[src/hw/rtl/e2h_isqrt_cell.sv]
module e2h_isqrt_cell #(
  parameter int unsigned VW  = 62,
  parameter int unsigned EXP = 60
) (
  input  logic          clk_i,
  input  logic          en_i,
  input  logic [VW-1:0] v_i,
  input  logic [VW-1:0] r_i,
  output logic [VW-1:0] v_o,
  output logic [VW-1:0] r_o
);
  localparam logic [VW-1:0] Bit = VW'(1) << EXP;

  logic [VW:0]   trial;
  logic [VW-1:0] v_d, r_d, v_q, r_q;

  assign trial = {1'b0, r_i} + {1'b0, Bit};

  always_comb begin
    if ({1'b0, v_i} >= trial) begin
      v_d = v_i - trial[VW-1:0];
      r_d = (r_i >> 1) + Bit;
    end else begin
      v_d = v_i;
      r_d = r_i >> 1;
    end
  end

  always_ff @(posedge clk_i) begin
    if (en_i) begin
      v_q <= v_d;
      r_q <= r_d;
    end
  end

  assign v_o = v_q;
  assign r_o = r_q;
endmodule

[config.mk]
export PLATFORM = sky130hd
export DESIGN_NAME = e2h_isqrt_cell
export DESIGN_NICKNAME = d
export VERILOG_FILES = /design/src/hw/rtl/e2h_isqrt_cell.sv
export SDC_FILE = /design/constraint.sdc
export NUM_CORES = 1
export LEC_CHECK = 0
export BUFFER_PORTS_ARGS = -buffer_cell sky130_fd_sc_hd__buf_2
export CORE_ASPECT_RATIO = 0.75
export CORE_MARGIN = 5
export CORE_UTILIZATION = 50
export CTS_CLUSTER_SIZE = 14
export DETAILED_ROUTE_END_ITERATION = 6
export PLACE_DENSITY_LB_ADDON = 0.25
export SLEW_MARGIN = 20
export SYNTH_ARGS = -nofsm -noshare
export SYNTH_HDL_FRONTEND = slang
export SYNTH_SLANG_ARGS = --single-unit
[constraint.sdc]
create_clock -name clk_i -period 5 [get_ports clk_i]
set_input_delay 1.25 -clock clk_i [delete_from_list [all_inputs] [get_ports clk_i]]
set_output_delay 1.25 -clock clk_i [all_outputs]
set_load 0.02 [all_outputs]
## Word level (Yosys, flattened, before mapping)

Cells that the tools add are included.

| word-level totals | value |
|---|---|
| bits in latches | 0 |
| bits in registers | 124 |
| input port bits | 126 |
| bits in read-only memories | 0 |
| logic and storage cells | 9 |
| RAM bits | 0 |
| memories kept | 0 |

| cells by class | value |
|---|---|
| add/subtract/negate cells | 3 |
| equality and inequality tests | 0 |
| order comparisons | 1 |
| multiplexer cells | 2 |
| multiply operators | 0 |
| reduce and logical (&&, ||, !) cells | 0 |
| bitwise operators | 0 |
| shifts and indexed selects | 0 |
| div/mod/pow operators | 0 |

Operators by type and width:

| cell | number |
|---|---|
| 62-bit by 61-bit adder with 63-bit output, second input constant | 1 |
| 62-bit by 63-bit greater-or-equal comparator with 1-bit output | 1 |
| 61-bit by 61-bit adder with 62-bit output, second input constant | 1 |
| 62-bit 2-to-1 mux | 1 |
| 62-bit subtractor | 1 |
| 61-bit 2-to-1 mux | 1 |

## Longest topological paths before layout

| depth | value |
|---|---|
| word-level depth | 3 |
| mapped depth | 15 |
| depth with buffers taken out | 14 |

## Worst setup path before layout

No wires, ideal clock.

| path | value |
|---|---|
| path kind | in2reg |
| from | input v_i[0] |
| to | register v_q[30] (netlist: v_o[30]), data pin |
| arrival | 3.998 ns |
| cell stages on the path | 13 |
| path buffers | 0 |
| required time | 4.744 ns |
| path slack | 0.746 ns |
| path through | inv_1 > ha_1 > inv_1 > fa_1 > a21o_1 > a311o_1 > a21oi_1 > o41ai_1 > nand2_1 > a31o_2 > o21ai_0 > or4b_2 > a41o_1 |

| between the ends | value |
|---|---|
| cells in the longest elaborated chain, start to end | 2 |
| elaborated cells on any way between the ends | 3 |
| classes of those cells | add/sub (1); order compare (1); mux (1) |

Ends and longest elaborated chain:

| element | RTL line | source |
|---|---|---|
| start: declaration | 7 | `input logic [VW-1:0] v_i,` |
| 62-bit subtractor / 62-bit by 63-bit greater-or-equal comparator with 1-bit output (equally long branches) | 21, 20 |  |
| 62-bit 2-to-1 mux (*) | 20 | `if ({1'b0, v_i} >= trial) begin` |
| via v_d[30] | 15 | `logic [VW-1:0] v_d, r_d, v_q, r_q;` |
| end signal: assignment | 31 | `v_q <= v_d;` |
| end: declaration | 15 |  |

The timed path passes the listed nets; every way through them passes the cells marked *.
A chain may end at the register's enable or synchronous reset.

## Final worst setup path

| path | value |
|---|---|
| from | input v_i[0] |
| to | register v_q[52] (netlist: v_o[52]), data pin |

Same word-level chain as after synthesis.

==> metrics.md <==
| Metric | Value |
|---|---|
| Status | `completed` |
| IO Count | `250` |
| Reg area | `3724 um2` |
| Rel. slew slack | `46.28%` |
| Slowest stage delay, CP | `0.43 ns` |
| Netlist Area Pre-Place | `8409 um2` |
| Synth Register Bits | `124` |
| Final TNS setup | `0 ns` |
| Seq/Total Area, Yosys | `44.28%` |
| CP Depth | `15` |
| Overall power | `3.527 mW` |
| Worst VDD drop | `302.6 uV` |
| HP Class | `in2reg` |
| Initial antenna violation count | `2` |
| Slew @ Worst Pin | `0.8057 ns` |
| Vias | `7624` |
| CP arrival | `4.67 ns` |
| Minimum clock period after layout | `4.512 ns` |
| Hold Path Stages | `1` |
| Critical Path Source Type | `primary input` |
| RePlAce Congestion | `0.9544` |
| Final core occ | `62.68%` |
| Final net count | `1314` |
| H-tree depth | `4` |
| Synthesized instance count | `873` |
| CTS tree | `yes` |
| Mapped Avg Cell Area | `9.633 um2` |
| Width of the die | `159.8 um` |
| Starting density of the core | `50.44%` |
| Fillers | `1406` |
| F_max | `221.7 MHz` |
| Share of layout cells above drive strength 1 | `27.55%` |
| Global route overflow | `0` |
| Area grow syn2layout | `24.27%` |
| Multi-input combinational cell area | `4197 um2` |
| Most used routing layer | `met2` |
| Post-CTS resize count | `0` |
| Global-route wire length before repair | `38420 um` |
| Critical path class | `in2reg` |
| Max-cap viol count | `0` |
| Post-DRT Antenna Nets | `0` |
| Number of global-route vias before repair | `7244` |
| Ys Warns | `0` |
| Hold_buf cts | `0` |
| Final Hold Viols | `0` |
| Number of synthesized flops with an enable pin | `124` |
| Slew Viols, Final | `0` |
| PD cells | `337.6 nW/um2` |
| Root Buffer | `clkbuf_16` |
| Grt met2 use | `37.01%` |
| Worst Setup EP | `v_o[52]` |
| Met1 usage | `35.78%` |
| Via density | `5.643` |
| Total routed wirelength | `24570 um` |
| CP max FO | `6` |
| Largest net degree at the start of global routing | `65` |
| CP Cell Sequence | `buf_2, inv_1, ha_1, inv_1, fa_1, a21o_1, a311o_1, a21oi_1, a211oi_1, o2111ai_1, nand2_1, a211oi_2, o21ai_0, xnor2_1, a21oi_1` |
| Met3 Track Usage GR | `7.184%` |
| Clock Pin Slew Worst Setup and Hold Paths | `0.06 ns` |
| Dominant synthesized flop cell | `edfxtp_1` |
| Hold WS | `1.016 ns` |
| Setup-failing EPs final | `0` |
| Leakage power total | `4.717 nW` |
| # diodes | `0` |
| Port-buffer cells | `249` |
| WP data required | `5.16 ns` |
| Post-CTS Setup Inserts | `0` |
| Worst setup path start | `v_i[0]` |
| Setup crit end kind | `flip-flop` |
| 1st-iter DRT viols | `699` |
| Distinct cells, synth | `59` |
| Final HPWL from detailed placement | `19300 um` |
| CORE AREA | `16670 um2` |
| Fraction of registers with async set/reset | `0%` |
| Die area | `19540 um2` |
| Rows | `41` |
| Die boundary height | `122.3 um` |
| CTS Buf Count | `17` |
| Wirelength per Cell | `18.19 um` |
| Number of buffers and inverters on the critical path | `3` |
| Worst path slowest cell | `fa_1` |
| DRC | `0` |
| Clock Path Buffers | `2` |
| CP delay by family, top | `compound AO/OA/AOI/OAI gates` |
| RSZ-0062 raised after global routing | `no` |
| Sink Count | `124` |
| Synth Net Count | `1064` |
| First drt pass iteration count | `5` |
| Gr usage total | `24.77%` |
| Final clock period utilization by the worst path | `90.23%` |
## metal layers
layer	up-vias	wire length [um]
met5	-	14
met1	3519	11350
met2	388	10250
met3	39	2657
met4	4	302
li1	3674	-
## how the worst min path moves through the flow
stage | start | slack [ns] | end
final | r_i[23] | 1.02 | r_o[22]
after global routing | r_i[54] | 1.00 | r_o[53]
after CTS | r_i[50] | 1.00 | r_o[49]
after detailed placement | r_i[23] | 1.44 | r_o[22]
after global placement | r_i[3] | 1.44 | r_o[2]
after floorplan | r_i[1] | 1.35 | r_o[0]
## layout make-up
cell class                 instances  area share, %
tap                              215          2.574
multi-input combinational        628          40.16
sequential                       124          35.63
inverter                          89          3.197
clock buffer                      19          4.143
timing repair buffer             263          13.31
clock inverter                    13         0.9818
## flip-flops by register name, indices dropped and copies added, names as in the netlist
name,cells
r_o,62
v_o,62
## cell families (layout without fill, tap and decap cells)
| kind of cell | count (synthesis) | in the layout | share of synthesized area [%] |
|---|---|---|---|
| AOI/OAI and AO/OA | 265 | 265 | 19.71 |
| adders and majority gates | 65 | 65 | 9.760 |
| DFF | 124 | 124 | 44.28 |
| muxes | 17 | 17 | 2.247 |
| xor gates and xnor gates | 56 | 56 | 5.832 |
| buffers and inverters | 121 | 384 | 5.818 |
| and+or+nand+nor | 225 | 225 | 12.35 |
## cell usage after synthesis (17+ instances only)
cell,count,area [um2]
a21oi_1,128,640.6
nand2_1,52,195.2
xnor2_1,40,350.3
inv_1,89,334.1
clkbuf_1,20,75.07
a21o_1,23,172.7
nand4_1,22,137.6
edfxtp_1,124,3724
nand3_1,17,85.08
o21ai_0,37,185.2
ha_1,64,800.8
o21bai_1,18,135.1
nor2_1,86,322.8
## report_power, final
part | leakage (nW) | switching, mW | internal, mW
clock network | 0.259 | 0.468 | 0.675
registers | 1.21 | 0.0285 | 1.29
logic | 3.24 | 0.665 | 0.399
total | 4.72 | 1.16 | 2.37
## metrics by stage
stage | worst slack [ns] | cell area (um2) | instances
detailed placement | 0.1206 | 9915 | 1319
global route | 0.1939 | 10450 | 1351
global placement | 0.1924 | 9915 | 1319
floorplan | 0.7458 | 8409 | 873
finish | 0.4884 | 10450 | 1351
CTS | 0.5162 | 10450 | 1351
## cell usage in the layout (no fill, tap or decap), types with 3 or more instances in the layout
master and count:
clkinv_4 3, nand4_1 22, o21bai_1 18, o31ai_1 3, ha_1 64, buf_2 248
or3_1 4, nand2_1 52, nor2b_1 5, o211ai_1 3, nand2b_1 8, clkbuf_16 17
a31o_2 3, mux2_1 3, nor3_1 15, o21ai_0 37, a41o_1 3, buf_12 3
a21o_1 23, a211oi_1 4, o21a_1 8, a211o_1 3, a31oi_1 4, and2_1 5
nor4_1 4, a21oi_1 128, nand3_1 17, and3b_1 3, xor2_1 16, xnor2_1 40
nor2_1 86, inv_1 89, mux2_2 12, a21boi_0 4, clkinv_2 4, edfxtp_1 124
clkinv_1 3, buf_4 12
Power figures use the tool's default switching activity.
