## src/hw/rtl/e2h_pkg.sv

```systemverilog
package e2h_pkg;

  localparam int unsigned AngW   = 32;
  localparam int unsigned TrigW  = 32;
  localparam int unsigned CordW  = 36;
  localparam int unsigned ZW     = 34;
  localparam int unsigned ProdW  = 34;
  localparam int unsigned SqW    = 62;
  localparam int unsigned SqSteps = 31;

  localparam logic [AngW-1:0] QuarterTurn = 32'h4000_0000;
  localparam logic [AngW-1:0] HalfTurn    = 32'h8000_0000;
  localparam logic signed [CordW-1:0] CordicGain = 36'sd652032874;
  localparam logic signed [TrigW-1:0] Q30One     = 32'sh4000_0000;

  localparam logic [31:0] AtanTable [32] = '{
    32'h20000000, 32'h12E4051E, 32'h09FB385B, 32'h051111D4,
    32'h028B0D43, 32'h0145D7E1, 32'h00A2F61E, 32'h00517C55,
    32'h0028BE53, 32'h00145F2F, 32'h000A2F98, 32'h000517CC,
    32'h00028BE6, 32'h000145F3, 32'h0000A2FA, 32'h0000517D,
    32'h000028BE, 32'h0000145F, 32'h00000A30, 32'h00000518,
    32'h0000028C, 32'h00000146, 32'h000000A3, 32'h00000051,
    32'h00000029, 32'h00000014, 32'h0000000A, 32'h00000005,
    32'h00000003, 32'h00000001, 32'h00000001, 32'h00000000
  };

  typedef struct packed {
    logic                 flip;
    logic signed [ZW-1:0] z;
  } rot_pre_t;

  function automatic rot_pre_t rot_pre(input logic [AngW-1:0] a);
    rot_pre_t        r;
    logic [AngW-1:0] t;
    t      = a + QuarterTurn;
    r.flip = t[AngW-1];
    t      = r.flip ? a + HalfTurn : a;
    r.z    = ZW'(signed'(t));
    return r;
  endfunction

  function automatic logic signed [ProdW-1:0] qmul(input logic signed [TrigW-1:0] a,
                                                   input logic signed [TrigW-1:0] b);
    logic signed [63:0] p;
    p = 64'(a) * 64'(b);
    p = (p + 64'sd536870912) >>> 30;
    return p[ProdW-1:0];
  endfunction

endpackage

```

## src/hw/rtl/e2h_cordic_cell.sv

```systemverilog
module e2h_cordic_cell #(
  parameter int unsigned XW     = 36,
  parameter int unsigned ZBITS  = 34,
  parameter int unsigned SHIFT  = 0,
  parameter bit          VECTOR = 1'b0
) (
  input  logic                    clk_i,
  input  logic                    en_i,
  input  logic signed [XW-1:0]    x_i,
  input  logic signed [XW-1:0]    y_i,
  input  logic signed [ZBITS-1:0] z_i,
  output logic signed [XW-1:0]    x_o,
  output logic signed [XW-1:0]    y_o,
  output logic signed [ZBITS-1:0] z_o
);
  import e2h_pkg::*;

  logic signed [XW-1:0]    xs, ys;
  logic signed [ZBITS-1:0] step;
  logic                    ccw;
  logic signed [XW-1:0]    x_d, y_d, x_q, y_q;
  logic signed [ZBITS-1:0] z_d, z_q;

  assign xs   = x_i >>> SHIFT;
  assign ys   = y_i >>> SHIFT;
  assign step = ZBITS'({1'b0, AtanTable[SHIFT]});
  assign ccw  = VECTOR ? (y_i <= 0) : (z_i >= 0);

  always_comb begin
    if (ccw) begin
      x_d = x_i - ys;
      y_d = y_i + xs;
      z_d = z_i - step;
    end else begin
      x_d = x_i + ys;
      y_d = y_i - xs;
      z_d = z_i + step;
    end
  end

  always_ff @(posedge clk_i) begin
    if (en_i) begin
      x_q <= x_d;
      y_q <= y_d;
      z_q <= z_d;
    end
  end

  assign x_o = x_q;
  assign y_o = y_q;
  assign z_o = z_q;
endmodule

```

## config.mk

```make
export PLATFORM = sky130hd
export DESIGN_NAME = e2h_cordic_cell
export DESIGN_NICKNAME = d
export VERILOG_FILES = /design/src/hw/rtl/e2h_pkg.sv /design/src/hw/rtl/e2h_cordic_cell.sv
export SDC_FILE = /design/constraint.sdc
export NUM_CORES = 1
export LEC_CHECK = 0
export BUFFER_PORTS_ARGS = -buffer_cell sky130_fd_sc_hd__buf_2
export CORE_MARGIN = 5
export CORE_UTILIZATION = 34
export DETAILED_ROUTE_END_ITERATION = 8
export GPL_TIMING_DRIVEN = 0
export PLACE_DENSITY = 0.57
export SLEW_MARGIN = 40
export SYNTH_ARGS = -nofsm -noshare
export SYNTH_HDL_FRONTEND = slang
export SYNTH_SLANG_ARGS = --single-unit
```

## constraint.sdc

```tcl
create_clock -name clk_i -period 4.9 [get_ports clk_i]
set_input_delay 1.225 -clock clk_i [delete_from_list [all_inputs] [get_ports clk_i]]
set_output_delay 1.225 -clock clk_i [all_outputs]
set_load 0.005 [all_outputs]
```

# Word level (Yosys, flattened, before mapping)

Cells that the tools add are included.

Bits of input ports: 108
Word-level logic and storage cells: 12
Register bits: 106

$add $sub $neg: 5
Muxes and demuxes: 3
Order comparisons: 1

Operators with widths:

| kind                                                               | number |
|---|---|
| two-way mux 36 bit                                                 | 2 |
| subtractor 36 bit                                                  | 2 |
| adder 36 bit                                                       | 1 |
| adder 34 x 31 -> 34 bit, second input constant                     | 1 |
| greater-or-equal comparator 34 x 1 -> 1 bit, second input constant | 1 |
| two-way mux 34 bit                                                 | 1 |
| subtractor 34 x 31 -> 34 bit, second input constant                | 1 |

# Logic depth before layout (Yosys ltp)

Depth after elaboration: 2
Gate-level depth with buffers: 15
Depth with buffers taken out: 13

# Worst setup path after synthesis

OpenSTA, ideal clock, no wires.

Path type: input -> register
Start: input port x_i[5]
End: register x_q[31] (netlist: x_o[31]) (data pin)
Arrival: 3.317 ns
Slack: 1.312 ns
Required time: 4.629 ns
Stages: 12
Setup time: 0.271 ns
Path through: inv_1 > ha_1 > buf_6 > nor4_4 > o21ai_2 > and3_4 > a2111oi_4 > nor3_2 > o41a_1 > nand4b_1 > o311ai_1 > xor2_1

Cells in the longest elaborated chain, start to end: 2
Elaborated cells on any way between the ends: 3
Classes of those cells: add/sub (2); mux (1)

Ends and longest elaborated chain:

| what                                                     | line                                         | source |
|---|---|---|
| start: declaration                                       | e2h_cordic_cell.sv:9                         | `input logic signed [XW-1:0] x_i,` |
| adder 36 bit / subtractor 36 bit (equally long branches) | e2h_cordic_cell.sv:35, e2h_cordic_cell.sv:31 |  |
| two-way mux 36 bit (*)                                   | e2h_cordic_cell.sv:30                        | `if (ccw) begin` |
| via x_d[31]                                              | e2h_cordic_cell.sv:21                        | `logic signed [XW-1:0] x_d, y_d, x_q, y_q;` |
| end signal: assignment                                   | e2h_cordic_cell.sv:43                        | `x_q <= x_d;` |
| end: declaration                                         | e2h_cordic_cell.sv:21                        |  |

The timed path passes the listed nets; every way through them passes the cells marked *.
A chain may end at the register's enable or synchronous reset.

# Worst setup path after layout

Start: input port z_i[33]
End: register z_q[33] (netlist: z_o[33]) (data pin)

Cells in the longest elaborated chain, start to end: 2
Elaborated cells on any way between the ends: 4
Classes of those cells: add/sub (2); order compare (1); mux (1)

Ends and longest elaborated chain:

| what                                            | line                  | source |
|---|---|---|
| start: declaration                              | e2h_cordic_cell.sv:11 | `input logic signed [ZBITS-1:0] z_i,` |
| adder 34 x 31 -> 34 bit (tied with other cells) | e2h_cordic_cell.sv:37 | `z_d = z_i + step;` |
| two-way mux 34 bit (*)                          | e2h_cordic_cell.sv:30 |  |
| via z_d[33]                                     | e2h_cordic_cell.sv:22 | `logic signed [ZBITS-1:0] z_d, z_q;` |
| end signal: assignment                          | e2h_cordic_cell.sv:45 | `z_q <= z_d;` |
| end: declaration                                | e2h_cordic_cell.sv:22 |  |

Marks and branches as above.

==> report_table.html <==
<table>
<tr><th>Metric</th><th>Value</th></tr>
<tr><th colspan="2">Yosys</th></tr>
<tr><td>Most repeated cell in the gate-level netlist after synthesis</td><td>a21oi_1</td></tr>
<tr><td>Number of distinct standard cells referenced by the synthesized netlist</td><td>81</td></tr>
<tr><td>Cell type with the largest total area after synthesis</td><td>edfxtp_1</td></tr>
<tr><td>Leading cell types by count after synthesis</td><td>a21oi_1 (132), ha_1 (109), edfxtp_1 (105)</td></tr>
<tr><td>Fraction of synthesis flops using an asynchronous set or reset pin</td><td>0%</td></tr>
<tr><td>Register area share after synthesis</td><td>between 30% and 40%</td></tr>
<tr><td>Post-synth EDFFs</td><td>about 110</td></tr>
<tr><td>Seq cells post-synth</td><td>about 110</td></tr>
<tr><td>Mapped Cells</td><td>1110</td></tr>
<tr><td>Synth Area in Simple Gates</td><td>between 10% and 20%</td></tr>
<tr><td>Synthesized area per cell</td><td>8.79 µm²</td></tr>
<tr><td>Leading cell types by total area after synthesis</td><td>edfxtp_1 (32%), ha_1 (14%), a21oi_1 (6.8%), xnor2_1 (5.6%), o21ai_0 (3.9%)</td></tr>
<tr><td>Arithmetic-cell share of the synthesized area counting full adders, half adders and majority gates</td><td>14.8%</td></tr>
<tr><td>Total number of yosys warnings</td><td>0</td></tr>
<tr><td>Mapped cell area</td><td>between 9000 and 10000 µm²</td></tr>
<tr><td>Post-synthesis share of cell area spent on xor and xnor gates</td><td>under 10%</td></tr>
<tr><td>Nets in the synthesized netlist</td><td>roughly 1.3k</td></tr>
<tr><td>Largest family of logic cells by synthesized area</td><td>compound AO/OA/AOI/OAI gates</td></tr>
<tr><td>Fraction of the mapped netlist area in compound gates</td><td>roughly a quarter</td></tr>
<tr><td>Post-synthesis mux area share</td><td>1.33%</td></tr>
<tr><td>Fraction of post-synthesis cell area in the top cell type by area</td><td>roughly 32%</td></tr>
<tr><td>Main flop type after synthesis</td><td>edfxtp_1</td></tr>
<tr><th colspan="2">Power and ir drop</th></tr>
<tr><td>Switching power</td><td>between 1 and 1.5 mW</td></tr>
<tr><td>Pleak</td><td>a little over 5 nW</td></tr>
<tr><td>PwrDens</td><td>approximately 270 nW/µm²</td></tr>
<tr><td>Largest voltage drop on the vdd net</td><td>between 0.0001 and 0.00015 V</td></tr>
<tr><td>Internal power summed over all cells</td><td>about 2 mW</td></tr>
<tr><td>Clk pwr share</td><td>23.9%</td></tr>
<tr><td>Proportion of total power due to net switching</td><td>a little under two fifths</td></tr>
<tr><td>Sequential Power Share</td><td>a little under two fifths</td></tr>
<tr><td>Relative contribution of combinational cells to total power</td><td>between 30% and 40%</td></tr>
<tr><th colspan="2">Worst hold path</th></tr>
<tr><td>Tightest Hold Check Type</td><td>in2reg</td></tr>
<tr><th colspan="2">STA</th></tr>
<tr><td>TNS Setup</td><td>0 ps</td></tr>
<tr><td>Max-slew violation total from the final report</td><td>0</td></tr>
<tr><td>Minimum period implied by the final worst setup slack</td><td>around 4200 ps</td></tr>
<tr><td>Final period util</td><td>85.8%</td></tr>
<tr><td>RSZ-0062 raised after global routing</td><td>false</td></tr>
<tr><td>Final hold viol count</td><td>0</td></tr>
<tr><td>Highest clock frequency the design can meet</td><td>238 MHz</td></tr>
<tr><td>Worst rel slew slack</td><td>~47%</td></tr>
<tr><td>Smallest hold slack</td><td>slightly above 1000 ps</td></tr>
<tr><td>Slew at the pin closest to its max-slew limit</td><td>approximately 790 ps</td></tr>
<tr><td>Final-report setup violation count</td><td>0</td></tr>
<tr><th colspan="2">Floorplan</th></tr>
<tr><td>Starting Density</td><td>around a third</td></tr>
<tr><td>Total number of placement rows</td><td>62</td></tr>
<tr><td>Width of the die</td><td>about 180 µm</td></tr>
<tr><td>Vertical extent of the die</td><td>approximately 180 µm</td></tr>
<tr><td>Top-level port count</td><td>214</td></tr>
<tr><td>Floorplan Core Area</td><td>28500 µm²</td></tr>
<tr><td>Floorplan die area</td><td>around 32000 µm²</td></tr>
<tr><th colspan="2">CTS</th></tr>
<tr><td>Post-CTS Resized</td><td>0</td></tr>
<tr><td>Clock-pin slew of the registers on the worst-case setup and hold paths</td><td>roughly 80 ps</td></tr>
<tr><td>Setup bufs post-CTS</td><td>0</td></tr>
<tr><td>Number of hold buffers added after cts</td><td>0</td></tr>
<tr><td>Number of H-tree levels</td><td>3</td></tr>
<tr><td>Root Buffer</td><td>clkbuf_16</td></tr>
<tr><td>Total clock buffers created by CTS</td><td>9</td></tr>
<tr><td>Clock tree from TritonCTS</td><td>yes</td></tr>
<tr><td>Clock net sink count</td><td>~110</td></tr>
<tr><td>Deepest clock path buffer count</td><td>2</td></tr>
<tr><th colspan="2">Global route</th></tr>
<tr><td>Via count of the first global-routing pass</td><td>between 9k and 10k</td></tr>
<tr><td>Remaining global-route overflow</td><td>0</td></tr>
<tr><td>Global-route total usage across every layer</td><td>20.8%</td></tr>
<tr><td>Antenna violations before repair</td><td>1</td></tr>
<tr><td>Pin count of the biggest net entering global routing</td><td>73</td></tr>
<tr><td>Wire length of the first global-routing pass</td><td>approximately 53000 µm</td></tr>
<tr><th colspan="2">Route</th></tr>
<tr><td>Via density per instance</td><td>5.48</td></tr>
<tr><td>Total vias in the final route</td><td>about 9.4k</td></tr>
<tr><td>Routed Antenna Nets</td><td>0</td></tr>
<tr><td>Final WL</td><td>between 30000 and 40000 µm</td></tr>
<tr><td>Drt wl/cell</td><td>a little over 20 µm</td></tr>
<tr><td>Number of detailed-routing iterations run before antenna repair</td><td>5</td></tr>
<tr><td>DRC marker count from the first detailed-route iteration</td><td>768</td></tr>
<tr><td>DR DRC count</td><td>0</td></tr>
<tr><th colspan="2">Place</th></tr>
<tr><td>DP Area</td><td>roughly 11000 µm²</td></tr>
<tr><td>Routability cong.</td><td>just over 0.9</td></tr>
<tr><td>Number of placed instances with taps included</td><td>1708</td></tr>
<tr><td>Sum of net half-perimeters after detailed placement</td><td>roughly 28000 µm</td></tr>
<tr><td>Number of buffers inserted by port buffering</td><td>around 210</td></tr>
<tr><th colspan="2">Layout</th></tr>
<tr><td>Final-stage net count</td><td>roughly 1.6k</td></tr>
<tr><td>Fraction of layout cells with a size suffix above 1</td><td>between 20% and 30%</td></tr>
<tr><td>Filler cell count in the final layout</td><td>just over 3k</td></tr>
<tr><td>N_diodes</td><td>0</td></tr>
<tr><td>Storage element area</td><td>3150 µm²</td></tr>
<tr><td>Post-synthesis to final-layout area growth</td><td>19.3%</td></tr>
<tr><td>Number of non-filler instances in the completed layout</td><td>around 1.7k</td></tr>
<tr><td>Multi-input combinational cell area</td><td>about 5900 µm²</td></tr>
<tr><td>Final std cell area, no fill</td><td>11600 µm²</td></tr>
<tr><th colspan="2">Run</th></tr>
<tr><td>Number of max-capacitance violations reported</td><td>0</td></tr>
<tr><th colspan="2">Run status</th></tr>
<tr><td>Result of the run</td><td>completed</td></tr>
<tr><th colspan="2">Setup path</th></tr>
<tr><td>CP Data Required Time</td><td>roughly 5000 ps</td></tr>
<tr><td>Path type of the worst setup path</td><td>in2reg</td></tr>
<tr><td>Biggest fanout along the worst timing path</td><td>12</td></tr>
<tr><td>Crit path DAT</td><td>around 4300 ps</td></tr>
<tr><td>Category of the worst setup path launch point</td><td>input pin</td></tr>
<tr><td>Endpoint kind of the worst setup timing path</td><td>register</td></tr>
</table>
[routing by layer]
metal	vias up	track usage, %	wire length (µm)
met5	-	0	13
met4	2	6.46	974
met3	68	4.67	2800
met2	450	32.5	15600
met1	4470	28.8	15800
li1	4455	-	-
[cell type report]
cell class	instances	share of cell area, %
well taps	384	4.13
multi-input cells	846	51.0
flip-flops and latches	105	27.1
clock buffers	9	1.93
clock inverters	7	0.623
plain buffers	52	2.34
repair buffers	214	9.47
inverters	107	3.45
[power by group through the flow]
stage          combinational [mW]  clock (mW)  sequential [mW]
2_1_floorplan               0.670           0             1.23
3_3_place_gp                 1.17           0             1.21
3_5_place_dp                 1.17           0             1.21
4_1_cts                      1.18       0.772             1.19
5_1_grt                      1.29       0.815             1.20
6_report                     1.19       0.748             1.19
[per-stage QoR]
step,power (mW),util (%),setup WS [ps]
6_report,3.13,40.8,695
5_1_grt,3.31,40.8,480
4_1_cts,3.14,40.8,671
3_5_place_dp,2.38,39.7,284
3_3_place_gp,2.38,39.6,282
2_1_floorplan,1.90,-,1310
[placed cells by master, fill, tap and decap left out, types with 4 or more instances in the layout]
cell / n
xor2_1: 11
nor4_1: 18
clkinv_1: 4
a31oi_1: 10
o21ai_0: 77
o211ai_1: 15
o31ai_1: 11
mux2i_1: 13
nor3_1: 21
edfxtp_1: 105
o21bai_1: 19
xnor2_1: 62
nand4_1: 15
buf_2: 238
o21ai_1: 10
a21oi_1: 132
a211oi_1: 13
nor2b_1: 13
buf_4: 8
clkbuf_1: 15
nand2b_1: 11
o22ai_1: 5
fa_1: 4
nor2_1: 86
clkbuf_16: 9
a21o_1: 18
o21a_1: 5
nand2_1: 63
ha_1: 109
inv_2: 4
inv_1: 100
or3_1: 11
a21boi_0: 7
and2_1: 5
nand3_1: 19
[sequential cells by signal, summed over array words and instances (netlist names)]
signal  count
x_o        36
y_o        35
z_o        34
[worst paths after layout]
path,startpoint,to,slack [ps],cells after the start
max,z_i[33],z_o[33],700,16
min,z_i[17],z_o[17],1040,1
[logic make-up after synthesis]
logic type	count (synthesis)
flip-flops	105
buffers and inverters	159
multiplexers	13
XOR/XNOR	73
AND/OR/NAND/NOR	284
adder cells (fa/ha/maj)	113
AO/OA/AOI/OAI	363
[critical path: stages]
cell and delay (ps):
buf_2 110, inv_1 90, ha_1 170, nor4b_1 240, nand4_1 170, nor4_1 310
and4_1 280, nor2_1 130, inv_2 80, buf_2 340, buf_2 440, ha_1 350
a21oi_1 150, nor2_1 60, nor2_1 110, xnor2_1 80
No activity file was read; power rests on OpenSTA's default activity.
